--- src/plti_pkg.sv ---
// shared types, codes and sizes for the piecewise-linear table interpolator
package plti_pkg;

  localparam int MAX_ENTRIES = 256;
  localparam int ADDR_W      = $clog2(MAX_ENTRIES);
  localparam int N_W         = $clog2(MAX_ENTRIES + 1);

  localparam int DIST_W = 18;
  localparam int TIME_W = 21;
  localparam int TT_W   = 23;
  localparam int DIV_W  = 40;
  localparam int DCNT_W = $clog2(DIV_W);

  localparam int QUEUE_DEPTH = 2;
  localparam int QPTR_W      = $clog2(QUEUE_DEPTH);

  localparam int CFG_IDX_W  = 1;
  localparam int CFG_DATA_W = 9;

  localparam logic [CFG_IDX_W-1:0] REG_ENTRIES = 1'd0;
  localparam logic [CFG_IDX_W-1:0] REG_REJECT  = 1'd1;

  localparam logic OP_LOAD  = 1'b0;
  localparam logic OP_QUERY = 1'b1;

  localparam logic [1:0] ST_IN_RANGE = 2'd0;
  localparam logic [1:0] ST_EXTRAP   = 2'd1;
  localparam logic [1:0] ST_REJECT   = 2'd2;
  localparam logic [1:0] ST_ZERO_W   = 2'd3;

  localparam logic signed [TT_W-1:0] TT_MAX = {1'b0, {(TT_W-1){1'b1}}};
  localparam logic signed [TT_W-1:0] TT_MIN = {1'b1, {(TT_W-1){1'b0}}};

  typedef struct packed {
    logic              kind;
    logic [ADDR_W-1:0] entry_index;
    logic [DIST_W-1:0] entry_distance;
    logic [TIME_W-1:0] entry_time;
    logic [DIST_W-1:0] query_distance;
  } in_item_t;

  typedef struct packed {
    logic signed [TT_W-1:0] travel_time;
    logic [1:0]             status;
  } out_item_t;

  // decoded work item between front and back
  typedef struct packed {
    logic              op;
    logic [ADDR_W-1:0] addr;
    logic [DIST_W-1:0] dval;
    logic [TIME_W-1:0] tval;
  } cmd_t;

  typedef struct packed {
    logic [DIST_W-1:0] dval;
    logic [TIME_W-1:0] tval;
  } entry_t;

  // per-query settings handed to the back end
  typedef struct packed {
    logic              reject;
    logic [ADDR_W-1:0] last_idx;
  } ctl_t;

endpackage

--- src/plti_queue.sv ---
// short command queue between the front and back ends
module plti_queue (
  input  logic           clk,
  input  logic           rst_n,
  input  logic           push,
  input  plti_pkg::cmd_t push_cmd,
  output logic           full,
  input  logic           pop,
  output logic           not_empty,
  output plti_pkg::cmd_t head
);
  import plti_pkg::*;

  cmd_t              slot_r [QUEUE_DEPTH];
  logic [QPTR_W-1:0] wr_ptr_r, wr_ptr_nxt;
  logic [QPTR_W-1:0] rd_ptr_r, rd_ptr_nxt;
  logic [QPTR_W:0]   count_r, count_nxt;

  assign full      = (count_r == (QPTR_W+1)'(QUEUE_DEPTH));
  assign not_empty = (count_r != '0);
  assign head      = slot_r[rd_ptr_r];

  always_comb begin
    wr_ptr_nxt = wr_ptr_r;
    rd_ptr_nxt = rd_ptr_r;
    count_nxt  = count_r;
    if (push) wr_ptr_nxt = (wr_ptr_r == QPTR_W'(QUEUE_DEPTH-1)) ? '0 : wr_ptr_r + 1'b1;
    if (pop)  rd_ptr_nxt = (rd_ptr_r == QPTR_W'(QUEUE_DEPTH-1)) ? '0 : rd_ptr_r + 1'b1;
    if (push && !pop) count_nxt = count_r + 1'b1;
    else if (pop && !push) count_nxt = count_r - 1'b1;
  end

  always_ff @(posedge clk) begin
    if (!rst_n) begin
      wr_ptr_r <= '0;
      rd_ptr_r <= '0;
      count_r  <= '0;
    end else begin
      wr_ptr_r <= wr_ptr_nxt;
      rd_ptr_r <= rd_ptr_nxt;
      count_r  <= count_nxt;
    end
    if (push) slot_r[wr_ptr_r] <= push_cmd;
  end

endmodule

--- config.mk ---
export PLATFORM = sky130hd
export DESIGN_NAME = plti_queue
export DESIGN_NICKNAME = d
export VERILOG_FILES = /design/src/plti_pkg.sv /design/src/plti_queue.sv
export SDC_FILE = /design/constraint.sdc
export NUM_CORES = 1
export LEC_CHECK = 0
export BUFFER_PORTS_ARGS = -buffer_cell sky130_fd_sc_hd__buf_4
export CORE_ASPECT_RATIO = 2
export CORE_MARGIN = 5
export CORE_UTILIZATION = 54
export CTS_BUF_LIST = sky130_fd_sc_hd__clkbuf_4
export DETAILED_ROUTE_END_ITERATION = 10
export PLACE_DENSITY = 0.82
export SYNTH_ARGS = -nofsm -noshare
export SYNTH_HDL_FRONTEND = slang
export SYNTH_SLANG_ARGS = --single-unit
--- constraint.sdc ---
create_clock -name clk -period 3.65 [get_ports clk]
set_input_delay 0.1825 -clock clk [delete_from_list [all_inputs] [get_ports clk]]
set_output_delay 0.1825 -clock clk [all_outputs]
set_load 0.01 [all_outputs]
Word-level counts from Yosys, hierarchy flattened

Memory sizes are Yosys's and may differ from the RTL's. A register that Yosys moved wholly into a read port is not among the register bits.
Cells that the tools add are included.

Register bits after elaboration: 4
Latch bits: 0
Memory bits (writable): 96
Bits in read-only memories: 0
Input bits: 52
Output and inout port bits: 50
Logic and storage cells: 23
Memories: 1

Memory list:

| name   | words | bits a word | read ports | clocked after Yosys merged registers in | wr ports | line             | text |
|---|---|---|---|---|---|---|---|
| slot_r | 2     | 48          | 1          | 1                                       | 1        | plti_queue.sv:14 | `cmd_t slot_r [QUEUE_DEPTH];` |

Add/subtract/negate cells: 4
$mul: 0
Divide/modulo/power cells: 0
Order comparisons: 0
Eq/ne operators: 1
Shift-type cells: 0
Multiplexer cells: 8
Bitwise logic cells: 0
Reduce and logical (&&, ||, !) cells: 6

Operators with widths:

| cell                  | number |
|---|---|
| $mux W1               | 6 |
| $mux W2               | 2 |
| $reduce_bool A2 Y1    | 2 |
| $add A1 B1 Y1 const B | 2 |
| $add A2 B1 Y2 const B | 1 |
| $eq A2 B2 Y1 const B  | 1 |
| $logic_and A1 B1 Y1   | 2 |
| $logic_not A1 Y1      | 2 |
| $sub A2 B1 Y2 const B | 1 |

Logic depth before layout (Yosys ltp)

Depth after elaboration: 4
Mapped depth: 5
Mapped depth without buffers: 5

Worst setup path before layout

Ideal clock, no wire load.

Path type: flip-flop to flip-flop
From: register wr_ptr_r
To: memory slot_r[0][0] (netlist name) (enable)
Library setup time: 460 ps
Arrival: 2475 ps
Data required time: 3190 ps
Slack: 715 ps
Stages on the path, launching flop included: 2
Path buffers: 0
Period minus slack after synthesis: 2935 ps
Cells stage by stage: dfxtp_1 > nor2b_1

RTL lines:

| what                     | line             | text |
|---|---|---|
| start: declaration       | plti_queue.sv:15 | `logic [QPTR_W-1:0] wr_ptr_r, wr_ptr_nxt;` |
| start signal: assignment | plti_queue.sv:39 | `wr_ptr_r <= wr_ptr_nxt;` |
| end: declaration         | plti_queue.sv:14 |  |

Straight into the memory's write port.

==> flow_summary_export.csv <==
group,metric,value,unit
outcome,status,"finished, final reports clean",
critical_path,rr_worst_depth,2,
final_layout,antenna_cells,0,
power_and_ir_drop,p_switching,0.000482,W
route,firstDrtPassIters,4,
critical_path,cp.arrival,2170,ps
floorplan,start_util,55.7,%
clock_network,cts_setup_buffers,0,
critical_path,worstPathRequired,3470,ps
critical_path,r2r-end,"slot_r[0][11]$_DFFE_PP_",
timing,finClkSkew,10.7,ps
route,drtAntennaViolNets,0,
route,drtIter0Drc,75,
clock_network,numCtsBuffers,9,
critical_path,critPathLaunchType,"register",
clock_network,cts_resized,0,
timing,fin_crit_sh,64.3,%
flow_run,maxCapViolations,0,
route,via_per_inst,4.92,
clock_network,clock_path_buffers,2,
power_and_ir_drop,p_leak,1.94,nW
final_layout,mostFrequentLayoutCell,"buf_4",
final_layout,stdcell_area,0.00512,mm2
power_and_ir_drop,ir_drop,0.330,mV
synth,synth_seq_area_share,81.0,%
place,placed_cell_area,0.00453,mm2
critical_path,worstSetupPathType,"reg -> out",
floorplan,die_area,0.00868,mm2
final_layout,fillerInstances,426,
timing,hold_viol,0,
power_and_ir_drop,cellPowerDensity,424,mW/mm2
power_and_ir_drop,switching_share,22.2,%
synth,synthTopCellsByArea,"edfxtp_1 (78%), mux2_2 (14%), dfxtp_1 (2.7%), and2_1 (0.68%), buf_6 (0.61%)",
synth,synthDistinctLibCells,19,
route,drc_errors,0,
global_route,grt-ovfl-total,0,
timing,relSlewSlack,21.7,%
final_layout,fin_nets,381,
final_layout,multi_input_area,667,um2
synth,synth_area_leader_cell,"edfxtp_1",
synth,synth.top_cell.area_share,78.2,%
global_route,grt.total_usage,18.0,%
clock_network,htreeDepth,3,
global_route,grt_antenna_before_repair,0,
place,place_ws,1780,ps
timing,maxSlewViolCount,0,
synth,syn-num-nets,224,
floorplan,die_y,127,um
timing,timing.fmax,426,MHz
clock_network,clk_pin_slew,130,ps
clock_network,clk_latency,420,ps
place,io_buffers,101,
global_route,grt_max_degree,49,
place,place_hpwl,4650,um
clock_network,cts.sinks,101,
power_and_ir_drop,seq_power_share,63.4,%
route,avgRoutedWirePerCell,17.6,um
synth,ys_ff_latch,101,
timing,worst_slew_pin_slew,1170,ps
clock_network,cts_tree,"done",
final_layout,seq_area,0.00298,mm2
global_route,grt_pass1_wl,10900,um
place,gp_congestion,0.693,
floorplan,die_w,68.4,um
power_and_ir_drop,clockPowerShare,21.1,%
critical_path,rr_startpoint,"wr_ptr_r$_SDFFE_PN0P_",
hold_path,min_from,"pop",
timing,setup_slack,1300,ps
power_and_ir_drop,p_int,0.00169,W
floorplan,io_pins,102,
final_layout,final_cell_mix,"buf_4 (102), edfxtp_1 (96), dlygate4sd3_1 (49)",
critical_path,end_kind,"output pin",
final_layout,area_growth,38.9,%
route,vias,2065,
hold_path,hp-class,"in -> reg",
clock_network,root_buffer,"clkbuf_4",
synth,avgSynthCellArea,21.5,um2
timing,min_period,2350,ps
power_and_ir_drop,power_frac_comb,15.6,%
route,routed_wl,7380,um
timing,rsz0062_at_grt,"no",
floorplan,coreArea,0.00662,mm2
global_route,grt_pass1_vias,2225,
floorplan,rows,42,
timing,setup-violations-final,0,
hold_path,min_path_cells,3,
critical_path,r2r_slack,1910,ps
synth,yosys_warnings,0,
synth,syn_area,0.00368,mm2
timing,tns,0,ps
critical_path,cp_max_fo,48,
final_layout,drive_above_1_share,50.0,%
synth,syn_inst,171,
-- through the flow --
stage,hold slack (ps),total power (W),util (%),std cells
6_report,74.1,0.00217,77.3,420
5_1_grt,45.7,0.00227,77.3,420
4_1_cts,33.4,0.00219,77.3,420
3_5_place_dp,370,0.00169,68.4,356
3_3_place_gp,367,0.00168,68.4,356
2_1_floorplan,281,0.00153,-,171
-- routing by layer --
layer,share of wire [%],global-route usage (%),wire [um]
met3,5.4,6.64,397
met1,34,18.1,2500
met4,0.70,6.33,52
met2,60,32.2,4430
met5,0,0,0
-- how the worst max path moves through the flow --
stage	start	to	slack [ps]	cells past startpoint
final	register	head[14]	1300	2
after global routing	register	head[27]	1180	2
after CTS	register	head[3]	1260	2
after detailed placement	register	head[3]	1780	2
after global placement	register	head[3]	1770	2
after floorplan	wr_ptr_r$_SDFFE_PN0P_	slot_r[0][0]$_DFFE_PP_	710	1
-- cells by family after synthesis --
logic type	share of synthesized area [%]
compound gates	0.543
mux	14.7
buf+inv	1.19
xor+xnor	0.713
fa+ha+maj	0.340
flops	81.0
simple gates	1.60
-- critical path, stage by stage (launching register included) --
cell	delay (ps)
dfxtp_2	1130
mux2_2	430
buf_4	150
-- final cells by class --
cell class / count / area share [%]
Sequential cell: 101 / 58.3
Clock buffer: 11 / 1.61
Timing Repair Buffer: 151 / 24.5
Clock inverter: 4 / 0.318
Multi-Input combinational cell: 64 / 13.0
Inverter: 1 / 0.0733
Tap cell: 88 / 2.15
-- power groups by stage --
stage	clock, W	sequential, W	combinational, W
after floorplan	0	0.00138	0.000156
after global placement	0	0.00140	0.000288
after CTS	0.000472	0.00137	0.000339
after global routing	0.000524	0.00138	0.000363
final	0.000457	0.00137	0.000337
after detailed placement	0	0.00140	0.000294
-- Yosys cell counts, drive strengths merged --
cell / count
o21ai: 1
or3: 1
xor2: 2
and2b: 1
dfxtp: 5
nor2b: 2
edfxtp: 96
inv: 1
xnor2: 1
or2: 1
o21a: 1
ha: 1
and2: 4
mux2: 48
a21boi: 1
buf: 5
-- repair_timing --
item | 4_1_cts | 5_1_grt
hold buffers | 49 | 0
setup endpoints to repair | 0 | 0
hold endpoints to repair | 101 | 0
-- registers in the layout, summed over array words and instances (netlist names), named ones only --
| signal | cells |
|---|---|
| rd_ptr_r | 1 |
| slot_r | 96 |
| wr_ptr_r | 1 |
| count_r | 2 |
(Power assumes the default switching activity.)
