$ cat src/plti_pkg.sv
// shared types, codes and sizes for the piecewise-linear table interpolator
package plti_pkg;

  localparam int MAX_ENTRIES = 256;
  localparam int ADDR_W      = $clog2(MAX_ENTRIES);
  localparam int N_W         = $clog2(MAX_ENTRIES + 1);

  localparam int DIST_W = 18;
  localparam int TIME_W = 21;
  localparam int TT_W   = 23;
  localparam int DIV_W  = 40;
  localparam int DCNT_W = $clog2(DIV_W);

  localparam int QUEUE_DEPTH = 2;
  localparam int QPTR_W      = $clog2(QUEUE_DEPTH);

  localparam int CFG_IDX_W  = 1;
  localparam int CFG_DATA_W = 9;

  localparam logic [CFG_IDX_W-1:0] REG_ENTRIES = 1'd0;
  localparam logic [CFG_IDX_W-1:0] REG_REJECT  = 1'd1;

  localparam logic OP_LOAD  = 1'b0;
  localparam logic OP_QUERY = 1'b1;

  localparam logic [1:0] ST_IN_RANGE = 2'd0;
  localparam logic [1:0] ST_EXTRAP   = 2'd1;
  localparam logic [1:0] ST_REJECT   = 2'd2;
  localparam logic [1:0] ST_ZERO_W   = 2'd3;

  localparam logic signed [TT_W-1:0] TT_MAX = {1'b0, {(TT_W-1){1'b1}}};
  localparam logic signed [TT_W-1:0] TT_MIN = {1'b1, {(TT_W-1){1'b0}}};

  typedef struct packed {
    logic              kind;
    logic [ADDR_W-1:0] entry_index;
    logic [DIST_W-1:0] entry_distance;
    logic [TIME_W-1:0] entry_time;
    logic [DIST_W-1:0] query_distance;
  } in_item_t;

  typedef struct packed {
    logic signed [TT_W-1:0] travel_time;
    logic [1:0]             status;
  } out_item_t;

  // decoded work item between front and back
  typedef struct packed {
    logic              op;
    logic [ADDR_W-1:0] addr;
    logic [DIST_W-1:0] dval;
    logic [TIME_W-1:0] tval;
  } cmd_t;

  typedef struct packed {
    logic [DIST_W-1:0] dval;
    logic [TIME_W-1:0] tval;
  } entry_t;

  // per-query settings handed to the back end
  typedef struct packed {
    logic              reject;
    logic [ADDR_W-1:0] last_idx;
  } ctl_t;

endpackage

$ cat src/plti_front.sv
// input stage: takes requests, decodes them into commands for the queue
module plti_front (
  input  logic               clk,
  input  logic               rst_n,
  input  logic               in_valid,
  output logic               in_stall,
  input  plti_pkg::in_item_t in_data,
  output logic               push,
  output plti_pkg::cmd_t     push_cmd,
  input  logic               q_full
);
  import plti_pkg::*;

  logic hold_valid_r, hold_valid_nxt;
  cmd_t hold_r, hold_nxt;
  logic take;

  assign in_stall = hold_valid_r && q_full;
  assign take     = in_valid && !in_stall;
  assign push     = hold_valid_r && !q_full;
  assign push_cmd = hold_r;

  always_comb begin
    hold_valid_nxt = hold_valid_r;
    hold_nxt       = hold_r;
    if (push) hold_valid_nxt = 1'b0;
    if (take) begin
      hold_valid_nxt = 1'b1;
      hold_nxt.op    = in_data.kind;
      hold_nxt.addr  = in_data.entry_index;
      hold_nxt.tval  = in_data.entry_time;
      // a query carries its distance in the same slot a load uses
      hold_nxt.dval  = (in_data.kind == OP_QUERY) ? in_data.query_distance
                                                  : in_data.entry_distance;
    end
  end

  always_ff @(posedge clk) begin
    if (!rst_n) begin
      hold_valid_r <= 1'b0;
    end else begin
      hold_valid_r <= hold_valid_nxt;
    end
    hold_r <= hold_nxt;
  end

endmodule

$ cat config.mk
export PLATFORM = sky130hd
export DESIGN_NAME = plti_front
export DESIGN_NICKNAME = d
export VERILOG_FILES = /design/src/plti_pkg.sv /design/src/plti_front.sv
export SDC_FILE = /design/constraint.sdc
export NUM_CORES = 1
export LEC_CHECK = 0
export BUFFER_PORTS_ARGS = -buffer_cell sky130_fd_sc_hd__buf_2
export CAP_MARGIN = 20
export CORE_ASPECT_RATIO = 2
export CORE_UTILIZATION = 32
export CTS_CLUSTER_SIZE = 30
export DETAILED_ROUTE_END_ITERATION = 10
export PLACE_DENSITY = 0.67
export SLEW_MARGIN = 20
export SYNTH_ARGS = -nofsm -noshare
export SYNTH_HDL_FRONTEND = slang
export SYNTH_SLANG_ARGS = --single-unit
$ cat constraint.sdc
create_clock -name clk -period 3.7 [get_ports clk]
set_clock_uncertainty 0.05 [all_clocks]
set_input_delay 0.37 -clock clk [delete_from_list [all_inputs] [get_ports clk]]
set_output_delay 0.37 -clock clk [all_outputs]
set_load 0.01 [all_outputs]
Word-level counts from Yosys, hierarchy flattened

Cells that the tools add are included.

Flip-flop bits (word level): 49
Bits in latches: 0
RAM bits: 0
Memory bits (read-only): 0
Memories kept: 0

$add $sub $neg: 0
$mul: 0
Divide/modulo/power cells: 0
Order comparisons: 0
Equal/unequal tests: 0
Shifts and indexed selects: 0
Multiplexer cells: 3
Bitwise gates (word level): 0
Reductions and logical operators: 6

Operator list:

| kind                | number |
|---|---|
| $mux W18            | 1 |
| $logic_and A1 B1 Y1 | 3 |
| $logic_not A1 Y1    | 2 |
| $mux W1             | 2 |
| $reduce_bool A2 Y1  | 1 |

Logic depth before layout (Yosys ltp)

Gate-level depths: netlist (run 1).

Depth in word-level cells: 4
Gate-level depth with buffers: 3
Gate-level depth less buffers: 2

Least setup slack after synthesis (run 1)

OpenSTA, ideal clock, no wires.

Path type: in2reg
Start: in q_full
End: reg hold_r (netlist bit push_cmd[0]) (enable)
Setup time: 0.459 ns
Data arrival time: 2.732 ns
Required time: 3.191 ns
Path slack: 0.459 ns
Stages: 2
Path buffers: 0
Cell sequence: and2_1 > nor2b_1

Word-level cells in the longest chain between the ends: 3

RTL lines:

| element              | line             | RTL |
|---|---|---|
| start, declared      | plti_front.sv:10 | `input logic q_full` |
| $logic_and A1 B1 Y1  | plti_front.sv:18 | `assign in_stall = hold_valid_r && q_full;` |
| $logic_not A1 Y1     | plti_front.sv:19 | `assign take = in_valid && !in_stall;` |
| $logic_and A1 B1 Y1  | plti_front.sv:19 |  |
| end signal, assigned | plti_front.sv:44 | `hold_r <= hold_nxt;` |
| end, declared        | plti_front.sv:15 | `cmd_t hold_r, hold_nxt;` |

Every way passes these cells.
A chain may end at the register's enable or synchronous reset.

Worst setup path in the final report (run 1)

Start: reg hold_valid_r
End: reg hold_r (netlist bit push_cmd[10]) (enable)

Word-level cells in the longest chain between the ends: 3

RTL lines:

| element                | line             | RTL |
|---|---|---|
| start, declared        | plti_front.sv:14 | `logic hold_valid_r, hold_valid_nxt;` |
| start signal, assigned | plti_front.sv:42 | `hold_valid_r <= hold_valid_nxt;` |
| $logic_and A1 B1 Y1    | plti_front.sv:18 |  |
| $logic_not A1 Y1       | plti_front.sv:19 |  |
| $logic_and A1 B1 Y1    | plti_front.sv:19 |  |

Every way passes these cells.

==> results of run 1 <==
[layout make-up]
cell class | count | area (um^2) | area share
Tap cell | 58 | 72.6 | 0.0285
Clock inverter | 3 | 65.1 | 0.0256
Timing Repair Buffer | 120 | 603 | 0.237
Sequential cell | 49 | 1460 | 0.574
Multi-Input combinational cell | 22 | 274 | 0.108
Clock buffer | 5 | 68.8 | 0.0270
[flip-flops by register name (all words and copies together) (netlist names)]
register      cells
hold_valid_r      1
push_cmd         48
[worst min path at each step]
stage          depth (start not counted)        start      endpoint  slack (ns)
6_report                               1  in_data[35]  push_cmd[17]        0.19
5_1_grt                                1  in_data[35]  push_cmd[17]        0.18
4_1_cts                                1  in_data[35]  push_cmd[17]        0.19
3_5_place_dp                           1  in_data[36]  push_cmd[18]        0.50
3_3_place_gp                           1  in_data[21]   push_cmd[3]        0.50
2_1_floorplan                          0  in_data[18]   push_cmd[0]        0.42
[worst max-delay path: stages (launching register included)]
cell     delay, ns
dfxtp_1       0.32
and2_1        0.17
nor2b_4       0.51
buf_4         0.44
[power by group through the flow]
stage	registers [mW]	clock network, mW	logic (mW)
5_1_grt	0.663	0.463	0.141
4_1_cts	0.660	0.446	0.132
3_5_place_dp	0.672	0	0.132
2_1_floorplan	0.693	0	0.0399
3_3_place_gp	0.671	0	0.130
6_report	0.659	0.431	0.129
[logic make-up (layout without fill, tap and decap cells)]
family,count (synthesis),after routing,share of synthesized area
flops,49,49,0.831
mux,18,18,0.137
simple gates,3,3,0.0107
buf+inv,2,128,0.0178
compound gates,1,1,0.00427
[metrics by stage]
step | setup slack (ns) | power, mW | cells | area [um^2] | hold WS [ns]
floorplan | 0.459 | 0.733 | 73 | 1760 | 0.419
global placement | 1.70 | 0.800 | 249 | 2410 | 0.498
detailed placement | 1.65 | 0.804 | 249 | 2410 | 0.498
CTS | 1.84 | 1.24 | 257 | 2540 | 0.186
global route | 1.75 | 1.27 | 257 | 2540 | 0.178
finish | 1.88 | 1.22 | 257 | 2540 | 0.194
[cells in the mapped netlist (all sizes together)]
master   n  area, um^2
mux2    18         240
edfxtp  48        1440
buf      2        31.3
nor2b    2        12.5
and2     1        6.26
o21a     1        7.51
dfxtp    1        20.0
[layer usage]
metal	share of wire	up-vias	wire, um
met5	0	-	0
li1	-	535	-
met2	0.57	71	2030
met1	0.30	523	1050
met4	0.039	0	140
met3	0.090	11	319
==> results.cfg, run 1 <==
[worst_setup_path]
arrival_ns = 1.74
worst_r2r_endpoint = push_cmd[10]
crit_path_end = push_cmd[10]
required_ns = 3.61
critPathMaxFanout = 27
r2r_start = hold_valid_r
setup.worst_path.end_class = register
r2r_slack_ns = 1.88
path_class = register to register
reg2reg_depth = 3
startpoint_type = register
worstSetupStartpoint = hold_valid_r

[yosys]
synth_cells = 73
yosys_warnings = 0
syn-num-nets = 143
syn_area_um2 = 1760
ys_seq_area_frac = 0.831
synth_seq_cells = 49
ys_types = 9
syn-mean-instance-area_um2 = 24.1

[drt]
drc_errors = 0
ant_nets = 0
wl_mm = 3.55
vias = 1140
vias_per_cell = 4.44
dr.first_iter.drc_count = 14
first_pass_iters = 4
wl_per_cell_um = 13.8

[floorplan]
die_h_um = 107
num_rows = 37
die_w_um = 54.4
core_area_um2 = 5230
io_pins = 120
die_area_um2 = 5820
initial_core_util = 0.336

[final_layout]
antenna_cells = 0
final_common_cell = buf_2
area_delta_synth_final_pct = 44.7
num-nets-final = 268
layout_common_cells = buf_2 (119), edfxtp_1 (48), mux2_4 (10)
final_core_util = 0.486
final_layout_size_suffix_gt1_frac = 0.739
n_fill_cell = 491

[power_and_ir_drop]
power.switching_mw = 0.232
p_int_mw = 0.987
p_clk_frac = 0.353
combinationalPowerShare = 0.106
power_density_nw_per_um2 = 479
switching_share = 0.190
power_frac_seq = 0.541
ir_drop_uv = 319
p_leak_nw = 1.15

[global_routing]
grt.total_usage = 0.121
antenna_found_initial = 0
use_met2 = 0.218
grt_pass1_vias = 1091
grt_first_pass_wirelength_mm = 4.82
overflow = 0
grt.busiest_layer = met2
grt_use_met1 = 0.103
met3_usage = 0.0411
grt_max_degree = 28

[worst_hold_path]
hp-class = primary input to register

[sta]
final.period_utilization = 0.493
setup_viol = 0
fmax_ghz = 0.548
period_minus_slack_ns = 1.82
worst_pin_slew_ns = 0.607
finalHoldViolCount = 0
rsz0062_at_grt = false
slew_violations = 0
slew_headroom = 0.594
final.setup.tns_ns = 0

[cts]
post_cts_buffers = 0
cts_root_buf = clkbuf_8
cts.sinks = 49
worstSkewPairLatency_ns = 0.28
clkTransAtPathRegs_ns = 0.09
ctsHoldBuffers = 0
cts_buffer_depth = 2
cts-resized-gates = 0
htree_levels = 2
cts_tree = yes
cts_made_buffers = 5

[run]
drv_cap = 0

[run_status]
status = completed

[placed_design]
io_buffers = 119
gp_congestion = 0.716
(Power assumes the default switching activity.)
==> run 2, diff against run 1 <==
==> constraint.sdc (replaced) <==
create_clock -name clk -period 1.84 [get_ports clk]
set_clock_uncertainty 0.05 [all_clocks]
set_input_delay 0.184 -clock clk [delete_from_list [all_inputs] [get_ports clk]]
set_output_delay 0.184 -clock clk [all_outputs]
set_load 0.01 [all_outputs]
==> run 2 against run 1 <==
Effect of this change: largest cell class unchanged; sequential cell count is the same; power up 97%; global-route usage is 2.6 points higher.
==> results.cfg, run 2 (synthesized netlist as in run 1, its figures left out) <==
[global_routing]
grt_first_pass_wirelength_mm = 5.87
grt_use_met1 = 0.133
overflow = 0
met3_usage = 0.0468
grt.busiest_layer = met2
grt.total_usage = 0.148
antenna_found_initial = 0
use_met2 = 0.264
grt_max_degree = 32
grt_pass1_vias = 1318

[drt]
vias_per_cell = 4.41
vias = 1257
ant_nets = 0
dr.first_iter.drc_count = 23
first_pass_iters = 4
wl_per_cell_um = 14.2
wl_mm = 4.05
drc_errors = 0

[floorplan]
num_rows = 37
io_pins = 120
die_area_um2 = 5820
core_area_um2 = 5230
die_h_um = 107
initial_core_util = 0.336
die_w_um = 54.4

[power_and_ir_drop]
p_leak_nw = 1.25
ir_drop_uv = 835
power_density_nw_per_um2 = 856

[final_layout]
layout_common_cells = buf_2 (119), edfxtp_1 (48), dlygate4sd3_1 (27)
final_common_cell = buf_2
num-nets-final = 296
area_delta_synth_final_pct = 59.4
largest_reg_flops = 48
final_core_util = 0.536
antenna_cells = 0
final_layout_size_suffix_gt1_frac = 0.652
n_fill_cell = 450

[worst_setup_path]
slowest_stage = buf_4
startpoint_type = register
path_cells = and2_1, nor2b_4, buf_4
critPathMaxFanout = 31
required_ns = 1.75
path_class = register to register
critPathTopFamily = buffers and inverters
setup.worst_path.end_class = register
path_buf_inv = 1
arrival_ns = 1.28
slowest_delay_ns = 0.36

[sta]
final.setup.tns_ns = 0
worst_pin_slew_ns = 0.514
period_minus_slack_ns = 1.36
fmax_ghz = 0.733
finalHoldViolCount = 0
slew_headroom = 0.657
final.period_utilization = 0.742
rsz0062_at_grt = false
worst_slack_ns = 0.475
setup_viol = 0
slew_violations = 0

[cts]
cts_tree = yes
worstSkewPairLatency_ns = 0.30
htree_levels = 2
cts.sinks = 49
cts-resized-gates = 0
clkTransAtPathRegs_ns = 0.09
cts_made_buffers = 5
cts_buffer_depth = 2
cts_root_buf = clkbuf_8

[placed_design]
io_buffers = 119
dp_hpwl_mm = 2.90
dp_slack_ns = 0.472
gp_congestion = 0.696

[run_status]
status = completed

[worst_hold_path]
hp-class = primary input to register

[run]
drv_cap = 0
## run 2: cell type report
cell class | count | area (um^2) | area share
timing repair buffer | 148 | 881 | 0.314
multi-input combinational | 22 | 274 | 0.0977
clock inverter | 3 | 46.3 | 0.0165
sequential | 49 | 1460 | 0.521
tap | 58 | 72.6 | 0.0259
clock buffer | 5 | 68.8 | 0.0245
## run 2: metal layers
layer | wire length [um] | part of all wire | vias up
met5 | 0 | 0 | -
met4 | 143 | 0.035 | 0
met3 | 288 | 0.071 | 12
met2 | 2290 | 0.57 | 68
met1 | 1330 | 0.33 | 586
li1 | - | - | 591
## run 2: per-stage QoR
| step | cell area, um^2 | hold slack [ns] | power [mW] | std cells |
|---|---|---|---|---|
| 4_1_cts | 2770 | 0.000860 | 2.43 | 282 |
| 3_3_place_gp | 2420 | 0.311 | 1.61 | 250 |
| 3_5_place_dp | 2420 | 0.312 | 1.62 | 250 |
| 5_1_grt | 2800 | 0.00282 | 2.49 | 285 |
| 2_1_floorplan | 1770 | 0.233 | 1.47 | 73 |
| 6_report | 2800 | 0.0181 | 2.40 | 285 |
## run 2: repair_timing
| item | 4_1_cts | 5_1_grt |
|---|---|---|
| hold buffers | 24 | 3 |
| endpoints found under the setup margin | 0 | 0 |
| setup buffers | 0 | 0 |
| hold endpoints to repair | 24 | 3 |
## run 2: final timing paths
path | startpoint | endpoint | slack [ns] | depth (start not counted)
worst max-delay path | hold_valid_r | push_cmd[8] | 0.48 | 3
worst min-delay path | in_data[26] | push_cmd[8] | 0.02 | 1
worst max register to register | hold_valid_r | push_cmd[8] | 0.48 | 3
worst min register to register | hold_valid_r | hold_valid_r | 0.63 | 2
## run 2: power breakdown
part,internal [mW],leakage [nW],switching (mW)
logic,0.176,0.722,0.136
clock network,0.407,0.0543,0.358
registers,1.31,0.473,0.0155
total,1.89,1.25,0.509
